==> src/rtl/core/xypr_pkg.sv <==
// xypr_pkg: shared types, codes and constants of the xy path recorder/player
// no dependencies; used by the interfaces, xypr_front, xypr_back and the top level
`timescale 1ns / 1ps

package xypr_pkg;

	// default sizes handed to the top level parameters
	localparam int PATH_DEPTH_DEF  = 1024;
	localparam int COORD_BITS_DEF  = 12;

	// fixed field widths
	localparam int REQ_W        = 2;
	localparam int POS_W        = 12;
	localparam int MV_W         = 14;
	localparam int PLAY_POS_W   = 10;
	localparam int GAIN_W       = 13;
	localparam int STEP_W       = 25;
	localparam int PHASE_W      = 24;
	localparam int CFG_INDEX_W  = 3;
	localparam int CFG_DATA_W   = 25;

	// arithmetic constants
	localparam logic [GAIN_W-1:0] GAIN_UNITY    = 13'd4096;
	localparam logic [STEP_W-1:0] PHASE_ONE     = 25'd16777216;
	localparam int                FULL_SCALE_MV = 5000;

	// front-to-back queue depth
	localparam int QUEUE_DEPTH = 2;

	typedef enum logic [REQ_W-1:0] {
		REQ_TICK  = 2'd0,
		REQ_START = 2'd1,
		REQ_POINT = 2'd2,
		REQ_END   = 2'd3
	} req_t;

	typedef enum logic [1:0] {
		MODE_FORWARD  = 2'd0,
		MODE_PINGPONG = 2'd1,
		MODE_REVERSE  = 2'd2
	} play_mode_t;

	typedef enum logic [CFG_INDEX_W-1:0] {
		REG_PLAY_MODE  = 3'd0,
		REG_X_BIPOLAR  = 3'd1,
		REG_Y_BIPOLAR  = 3'd2,
		REG_X_GAIN     = 3'd3,
		REG_Y_GAIN     = 3'd4,
		REG_PHASE_STEP = 3'd5
	} cfg_idx_t;

	typedef struct packed {
		logic [1:0]        play_mode;
		logic              x_bipolar;
		logic              y_bipolar;
		logic [GAIN_W-1:0] x_gain;
		logic [GAIN_W-1:0] y_gain;
		logic [STEP_W-1:0] phase_step;
	} cfg_t;

	localparam logic [STEP_W-1:0] PHASE_STEP_RST = 25'd20972;

	typedef enum logic [1:0] {
		ST_IDLE = 2'd0,
		ST_MUL1 = 2'd1,
		ST_MUL2 = 2'd2,
		ST_DONE = 2'd3
	} back_state_t;

endpackage

==> src/rtl/core/xypr_if.sv <==
// xypr_item_if / xypr_result_if: valid/ready channels of the recorder/player
// depends on xypr_pkg for field widths
`timescale 1ns / 1ps

interface xypr_item_if;
	logic                          valid;
	logic                          ready;
	logic [xypr_pkg::REQ_W-1:0]    req_type;
	logic [xypr_pkg::POS_W-1:0]    pos_x;
	logic [xypr_pkg::POS_W-1:0]    pos_y;

	modport source (output valid, output req_type, output pos_x, output pos_y, input ready);
	modport sink   (input valid, input req_type, input pos_x, input pos_y, output ready);
endinterface


==> src/rtl/core/xypr_front.sv <==
// xypr_front: accepts items, converts coordinates and queues them for the back end
// depends on xypr_pkg and xypr_item_if
`timescale 1ns / 1ps

module xypr_front #(
	parameter int COORD_BITS = xypr_pkg::COORD_BITS_DEF
) (
	input  logic                  clk,
	input  logic                  arst_n,
	xypr_item_if.sink             item,
	output logic                  q_valid,
	output xypr_pkg::req_t        q_req,
	output logic [COORD_BITS-1:0] q_x,
	output logic [COORD_BITS-1:0] q_y,
	input  logic                  q_pop
);

	localparam int QD    = xypr_pkg::QUEUE_DEPTH;
	localparam int PTR_W = $clog2(QD);
	localparam int CNT_W = $clog2(QD + 1);
	localparam int SH_W  = xypr_pkg::POS_W + COORD_BITS;

	xypr_pkg::req_t        req_mem_q [QD];
	logic [COORD_BITS-1:0] x_mem_q   [QD];
	logic [COORD_BITS-1:0] y_mem_q   [QD];
	logic [PTR_W-1:0]      wr_ptr_q, rd_ptr_q;
	logic [CNT_W-1:0]      count_q;
	logic                  push, pop;
	logic [SH_W-1:0]       x_sh, y_sh;

	// q12 to coordinate scale: times 2^COORD_BITS, over 4096
	assign x_sh = {item.pos_x, {COORD_BITS{1'b0}}};
	assign y_sh = {item.pos_y, {COORD_BITS{1'b0}}};

	assign item.ready = (count_q != CNT_W'(QD));
	assign push       = item.valid && item.ready;
	assign pop        = q_pop && q_valid;

	assign q_valid = (count_q != '0);
	assign q_req   = req_mem_q[rd_ptr_q];
	assign q_x     = x_mem_q[rd_ptr_q];
	assign q_y     = y_mem_q[rd_ptr_q];

	always_ff @(posedge clk) begin
		if (push) begin
			req_mem_q[wr_ptr_q] <= xypr_pkg::req_t'(item.req_type);
			x_mem_q[wr_ptr_q]   <= x_sh[SH_W-1:xypr_pkg::POS_W];
			y_mem_q[wr_ptr_q]   <= y_sh[SH_W-1:xypr_pkg::POS_W];
		end
	end

	always_ff @(posedge clk or negedge arst_n) begin
		if (!arst_n) begin
			wr_ptr_q <= '0;
			rd_ptr_q <= '0;
			count_q  <= '0;
		end else begin
			if (push) begin
				wr_ptr_q <= (wr_ptr_q == PTR_W'(QD - 1)) ? '0 : wr_ptr_q + 1'b1;
			end
			if (pop) begin
				rd_ptr_q <= (rd_ptr_q == PTR_W'(QD - 1)) ? '0 : rd_ptr_q + 1'b1;
			end
			if (push && !pop) begin
				count_q <= count_q + 1'b1;
			end else if (pop && !push) begin
				count_q <= count_q - 1'b1;
			end
		end
	end

endmodule

==> src/flat_wrapper.sv <==
// flat-port wrapper written by rule: the top's interface ports become plain ports
module xypr_front_flat 
#(
	parameter int COORD_BITS = xypr_pkg::COORD_BITS_DEF
)
  (clk, arst_n, q_valid, q_req, q_x, q_y, q_pop, item_valid, item_req_type, item_pos_x, item_pos_y, item_ready);
  xypr_item_if item_i ();
  input  logic clk;
  input  logic arst_n;
  output logic q_valid;
  output xypr_pkg::req_t q_req;
  output logic [COORD_BITS-1:0] q_x;
  output logic [COORD_BITS-1:0] q_y;
  input  logic q_pop;
  input wire logic [$bits(item_i.valid)-1:0] item_valid;
  input wire logic [$bits(item_i.req_type)-1:0] item_req_type;
  input wire logic [$bits(item_i.pos_x)-1:0] item_pos_x;
  input wire logic [$bits(item_i.pos_y)-1:0] item_pos_y;
  output wire logic [$bits(item_i.ready)-1:0] item_ready;
  assign item_i.valid = item_valid;
  assign item_i.req_type = item_req_type;
  assign item_i.pos_x = item_pos_x;
  assign item_i.pos_y = item_pos_y;
  assign item_ready = item_i.ready;
  xypr_front #(.COORD_BITS(COORD_BITS)) u_core (.clk(clk), .arst_n(arst_n), .item(item_i), .q_valid(q_valid), .q_req(q_req), .q_x(q_x), .q_y(q_y), .q_pop(q_pop));
endmodule
==> config.mk <==
export PLATFORM = sky130hd
export DESIGN_NAME = xypr_front_flat
export DESIGN_NICKNAME = d
export VERILOG_FILES = /design/src/rtl/core/xypr_pkg.sv /design/src/rtl/core/xypr_if.sv /design/src/rtl/core/xypr_front.sv /design/src/flat_wrapper.sv
export SDC_FILE = /design/constraint.sdc
export NUM_CORES = 1
export LEC_CHECK = 0
export ABC_AREA = 1
export ABC_CLOCK_PERIOD_IN_PS = 5900
export BUFFER_PORTS_ARGS = -buffer_cell sky130_fd_sc_hd__clkbuf_2
export CAP_MARGIN = 25
export CELL_PAD_IN_SITES_DETAIL_PLACEMENT = 0
export CELL_PAD_IN_SITES_GLOBAL_PLACEMENT = 1
export CORE_MARGIN = 2
export CORE_UTILIZATION = 46
export CTS_BUF_LIST = sky130_fd_sc_hd__clkbuf_4
export CTS_CLUSTER_SIZE = 16
export DETAILED_ROUTE_END_ITERATION = 10
export PLACE_DENSITY_LB_ADDON = 0.1
export SYNTH_ARGS = -nofsm -noshare
export SYNTH_HDL_FRONTEND = slang
export SYNTH_SLANG_ARGS = --single-unit
==> constraint.sdc <==
create_clock -name clk -period 5.9 [get_ports clk]
set_input_delay 0.59 -clock clk [delete_from_list [all_inputs] [get_ports clk]]
set_output_delay 0.59 -clock clk [all_outputs]
set_load 0.05 [all_outputs]
==> flow_summary.toml, run 1 <==
[timing]
timing.final.crit_share = 0.377
worst_slew_pin_slew_ps = 435
fmax_mhz = 449
rsz0062_at_grt = "no"
finalCriticalPeriod_ps = 2230
drv_slew = 0
max_slew_margin = 0.710
hold_viol_final = 0
setup_violations = 0
setup_tns_ps = 0
skew_ps = 7.46
final.setup.worst_slack_ps = 3670

[place]
dp.cells = 270
io_buffers = 57
hpwl_um = 2350
gp_congestion = 0.659
pre_cts_ws_ps = 3590

[synth]
synth_area_leaders = "edfxtp_1 72%, nand2_1 14%, dfrtp_1 4.6%, nand2_2 2.3%, buf_6 1.6%"
synth_cell_types = 16
syn_nets = 195
ys_warn_count = 0
synth_seq_cells = 56
ys_seq_area_frac = 0.771
synth_top_family_by_area = "simple AND/OR/NAND/NOR gates"
synthesis.area_um2 = 2160
yosys.area.top_type = "edfxtp_1"
synth-xor-area-share = 0.00813
netlist_instances = 164
synth_area_per_cell_um2 = 13.1
synth_compound_area_frac = 0
yosys.area_share.simple = 0.174
synth_adder_area_share = 0.00580
yosysTopAreaCellShare = 0.724
synthMuxAreaShare = 0

[grt]
grt_util_met3 = 0.0431
grt_max_degree = 29
grt_usage = 0.145
grtUsageMet1 = 0.156
grt_pass1_wl_um = 5610
antenna_found_initial = 0
grt-ovfl-total = 0
grt.busiest_layer = "met2"
grt_pass1_vias = 1343
use_met2 = 0.262

[routing]
wl_per_cell_um = 12.7
dr.pass1.iters = 4
drt_wl_total_um = 3550
via_per_inst = 4.65
vias = 1303
drt_iter0_drc = 84
post-route-drc-count = 0
drtAntennaViolNets = 0

[setup_path]
rr_endpoint = "u_core.x_mem_q[0][0]"
r2r-start = "u_core.count_q[0]"
endpoint = "q_y[4]"
cp.arrival_ps = 1640
critPathMaxFanout = 23
worstSetupStartpoint = "u_core.rd_ptr_q"
crit_type = "flop to output port"
reg2reg_slack_ps = 4480
cp.required_ps = 5310
crit_path_end_kind = "output port"
crit_path_start_kind = "flop"
r2r_cells = 5

[hold_path]
min_from = "item_pos_x[5]"
hp-class = "input port to flop"

[die]
die_w_um = 72.5
ioPinCount = 58
die_area_um2 = 5250
die_y_um = 72.5
core_area_um2 = 4440
rows = 24
start_util = 0.485

[clock_tree]
cts.repair.resized = 0
cts_sinks = 56
clk_path_buf_depth = 2
h-tree-depth = 2
cts_root_buf = "clkbuf_4"
cts_tree = "done"
clk_latency_ps = 370
cts.reportedPaths.clkPinSlew_ps = 150
numCtsBuffers = 5

[cells_and_area]
final_nets = 258
fill_cells = 376
area_growth_pct = 22.2
final_core_util = 0.593
finalNonFillerCells = 280
antenna_cells = 0
drive_gt1_frac = 0.351

[run]
maxCapViolations = 0

[status]
status = "completed"
## registers in the layout, indices dropped and copies added, names as in the netlist
register          count
u_core.y_mem_q       24
u_core.count_q        2
u_core.x_mem_q       24
u_core.req_mem_q      4
u_core.rd_ptr_q       1
u_core.wr_ptr_q       1
## critical path, cell delays in order, from the launching register on
cell      delay (ps)
dfrtp_1          640
buf_16           220
nand2_1           70
nand2_1           60
clkbuf_2         270
## worst min-delay path by stage
stage                            to  slack (ps)  cells past startpoint
3_5_place_dp        u_core.wr_ptr_q         410                      1
2_1_floorplan     u_core.count_q[0]         290                      0
5_1_grt        u_core.x_mem_q[1][5]         370                      1
6_report       u_core.x_mem_q[1][5]         390                      1
3_3_place_gp        u_core.wr_ptr_q         410                      1
4_1_cts        u_core.x_mem_q[1][5]         380                      1
## Yosys cell counts (all sizes together)
cell     n
nand3    2
buf      5
ha       1
edfxtp  52
xor2     1
inv      7
nand4    1
nor2     2
nand2   88
xnor2    1
dfrtp    4
## per-layer routing
layer | vias up | share of wire
met2 | 37 | 0.51
met4 | 0 | 0.018
met1 | 588 | 0.42
met5 | - | 0
met3 | 8 | 0.057
li1 | 670 | -
## kinds of logic (layout without fill, tap and decap cells)
group / after synthesis / after routing
XOR/XNOR: 2 / 2
flip-flops: 56 / 56
adder cells (fa/ha/maj): 1 / 1
buffers and inverters: 12 / 76
AND/OR/NAND/NOR: 93 / 93
## placed cells by master (no fill, tap or decap)
master and count:
buf_16 1, buf_4 2, bufinv_16 3, clkbuf_2 57
clkbuf_4 5, dfrtp_1 4, dlygate4sd3_1 1, edfxtp_1 52
ha_1 1, inv_1 5, inv_2 1, inv_8 1
nand2_1 80, nand2_2 8, nand3_1 2, nand4_1 1
nor2_2 2, xnor2_1 1, xor2_1 1
## cell type report
cell class	count	area (µm²)	share of cell area
Clock inverter	3	90.1	0.0342
Timing Repair Buffer	61	338	0.128
Tap cell	52	65.1	0.0247
Clock buffer	5	37.5	0.0142
Multi-Input combinational cell	96	409	0.155
Inverter	7	33.8	0.0128
Sequential cell	56	1660	0.631
## per-stage QoR
step	hold WS, ps	cell area, µm²
4_1_cts	379	2610
2_1_floorplan	294	2160
6_report	391	2640
3_3_place_gp	405	2470
5_1_grt	371	2640
3_5_place_dp	407	2470
## repair_timing
action / CTS / global route
hold buffers: 1 / 0
buffers inserted: 0 / 0
endpoints found under the setup margin: 0 / 0
endpoints found under the hold margin: 4 / 0
Power of run 1 is not shown: default switching activity piles up to over one toggle a cycle in this logic, so the estimate is an artifact.
==> inputs of run 2 (changes only) <==
Settings changed: ABC_CLOCK_PERIOD_IN_PS 5900 to 1800, CORE_UTILIZATION 46 to 38.
Clock period 5.9 ns to 1.8 ns, I/O delays scaled along.
==> run 2 against run 1 <==
First-iteration DRC count fell by 13%. Hold slack got worse by 330 ps. Sequential share of layout area fell by 5.7 points. Setup slack got worse by 3500 ps. Highest routed layer unchanged. Clock-buffer cell count rose by 1. Cell count rose by 17%. Critical endpoint is now q_y[1].
==> flow_summary.toml, run 2 (synthesis gave the netlist of run 1 again) <==
[status]
status = "completed"

[timing]
final.setup.worst_slack_ps = 127
finalCriticalPeriod_ps = 1670
setup_violations = 0
fmax_mhz = 598
skew_ps = 11.6
timing.final.crit_share = 0.929
rsz0062_at_grt = "no"
hold_viol_final = 0
max_slew_margin = 0.812
worst_slew_pin_slew_ps = 284
drv_slew = 0
hold_ws_ps = 56.8

[grt]
use_met2 = 0.233
grt_max_degree = 28
grt_pass1_wl_um = 6110
grt-ovfl-total = 0
antenna_found_initial = 0
grt_usage = 0.129
grt.busiest_layer = "met2"
grt_util_met3 = 0.0352
grtUsageMet1 = 0.145
grt_pass1_vias = 1359

[die]
rows = 27
die_area_um2 = 6290
die_w_um = 79.3
core_area_um2 = 5510
die_y_um = 79.3
start_util = 0.392
ioPinCount = 58

[cells_and_area]
mostFrequentLayoutCell = "nand2_1"
finalNonFillerCells = 328
reg.largest.list = "u_core.x_mem_q: 24 flops, u_core.y_mem_q: 24 flops, u_core.req_mem_q: 4 flops"
final_core_util = 0.527
drive_gt1_frac = 0.324
final_cell_mix = "80 x nand2_1, 52 x edfxtp_1, 49 x clkbuf_2"
area_growth_pct = 34.5
antenna_cells = 0
final_nets = 286

[power_and_ir_drop]
leakagePower_nw = 1.28
p_per_area_nw_per_um2 = 1770
irDropWorstVdd_v = 0.000783
totalPowerFinal_w = 0.00513

[setup_path]
cp.required_ps = 1620
critPathMaxFanout = 27
crit_type = "flop to output port"
crit_path_start_kind = "flop"
crit_path_end_kind = "output port"
cp.arrival_ps = 1490

[clock_tree]
clk_path_buf_depth = 2
h-tree-depth = 2
clk_latency_ps = 360
cts_sinks = 56
cts.reportedPaths.clkPinSlew_ps = 130
cts_tree = "done"
numCtsBuffers = 5
cts_root_buf = "clkbuf_4"

[place]
gp_congestion = 0.629
hpwl_um = 2550
pre_cts_ws_ps = 292
dp.cells = 292
io_buffers = 57

[routing]
drtAntennaViolNets = 0
vias = 1449
drt_wl_total_um = 3800
via_per_inst = 4.42
post-route-drc-count = 0
drt_iter0_drc = 73
dr.pass1.iters = 4
wl_per_cell_um = 11.6

[hold_path]
hp-class = "input port to flop"

[run]
maxCapViolations = 0
## run 2: changes by cell type in the layout (fill, tap and decap cells not counted), sizes merged
| cell | before | now |
|---|---|---|
| dlygate4sd3 | 1 | 27 |
| clkinv | 0 | 1 |
| buf | 3 | 12 |
| clkbuf | 62 | 56 |
| bufinv | 3 | 1 |
## run 2: critical path, stage by stage, from the launching register on
cell,delay (ps)
dfrtp_2,520
inv_8,190
nand2_1,80
nand2_1,80
clkbuf_2,280
## run 2: through the flow
stage          TNS, ps  instance area (µm²)
2_1_floorplan    -5230                 2160
3_3_place_gp         0                 2530
3_5_place_dp         0                 2530
4_1_cts              0                 2880
5_1_grt              0                 2900
6_report             0                 2900
## run 2: timing repair
item / in CTS / in global routing
gates resized for setup: 1 / 10
endpoints found under the setup margin: 22 / 19
setup buffers: 0 / 1
hold buffers: 26 / 1
hold endpoints to repair: 54 / 2
## run 2: area by class of cell
type	count	area, µm²
inverter	7	33.8
clock inverter	2	35.0
clock buffer	6	45.0
fill	476	2610
timing repair buffer	89	624
sequential	56	1660
multi-input combinational	96	409
tap	72	90.1
## run 2: where the power goes
part / total, W / switching (W) / internal [W]
clock network: 0.000656 / 0.000350 / 0.000307
registers: 0.00191 / 0.000128 / 0.00178
logic: 0.00256 / 0.00195 / 0.000611
total: 0.00513 / 0.00243 / 0.00270
## run 2: routing by layer
metal  up-vias  wire, µm
li1        726         -
met1       681      1570
met2        36      1990
met3         6       175
met4         0        59
met5         -         0
## run 2: final timing paths
| kind | from | to | slack, ps | cells past startpoint |
|---|---|---|---|---|
| setup / recovery | u_core.rd_ptr_q | q_y[1] | 130 | 4 |
| hold / removal | q_pop | u_core.rd_ptr_q | 60 | 3 |
| setup reg to reg | u_core.count_q[0] | u_core.count_q[1] | 410 | 9 |
| hold reg to reg | u_core.count_q[1] | u_core.count_q[1] | 540 | 2 |
| max in group asynchronous | arst_n | u_core.rd_ptr_q | 1520 | 2 |
| min in group asynchronous | arst_n | u_core.count_q[0] | 140 | 2 |
No activity file was read; power rests on OpenSTA's default activity.
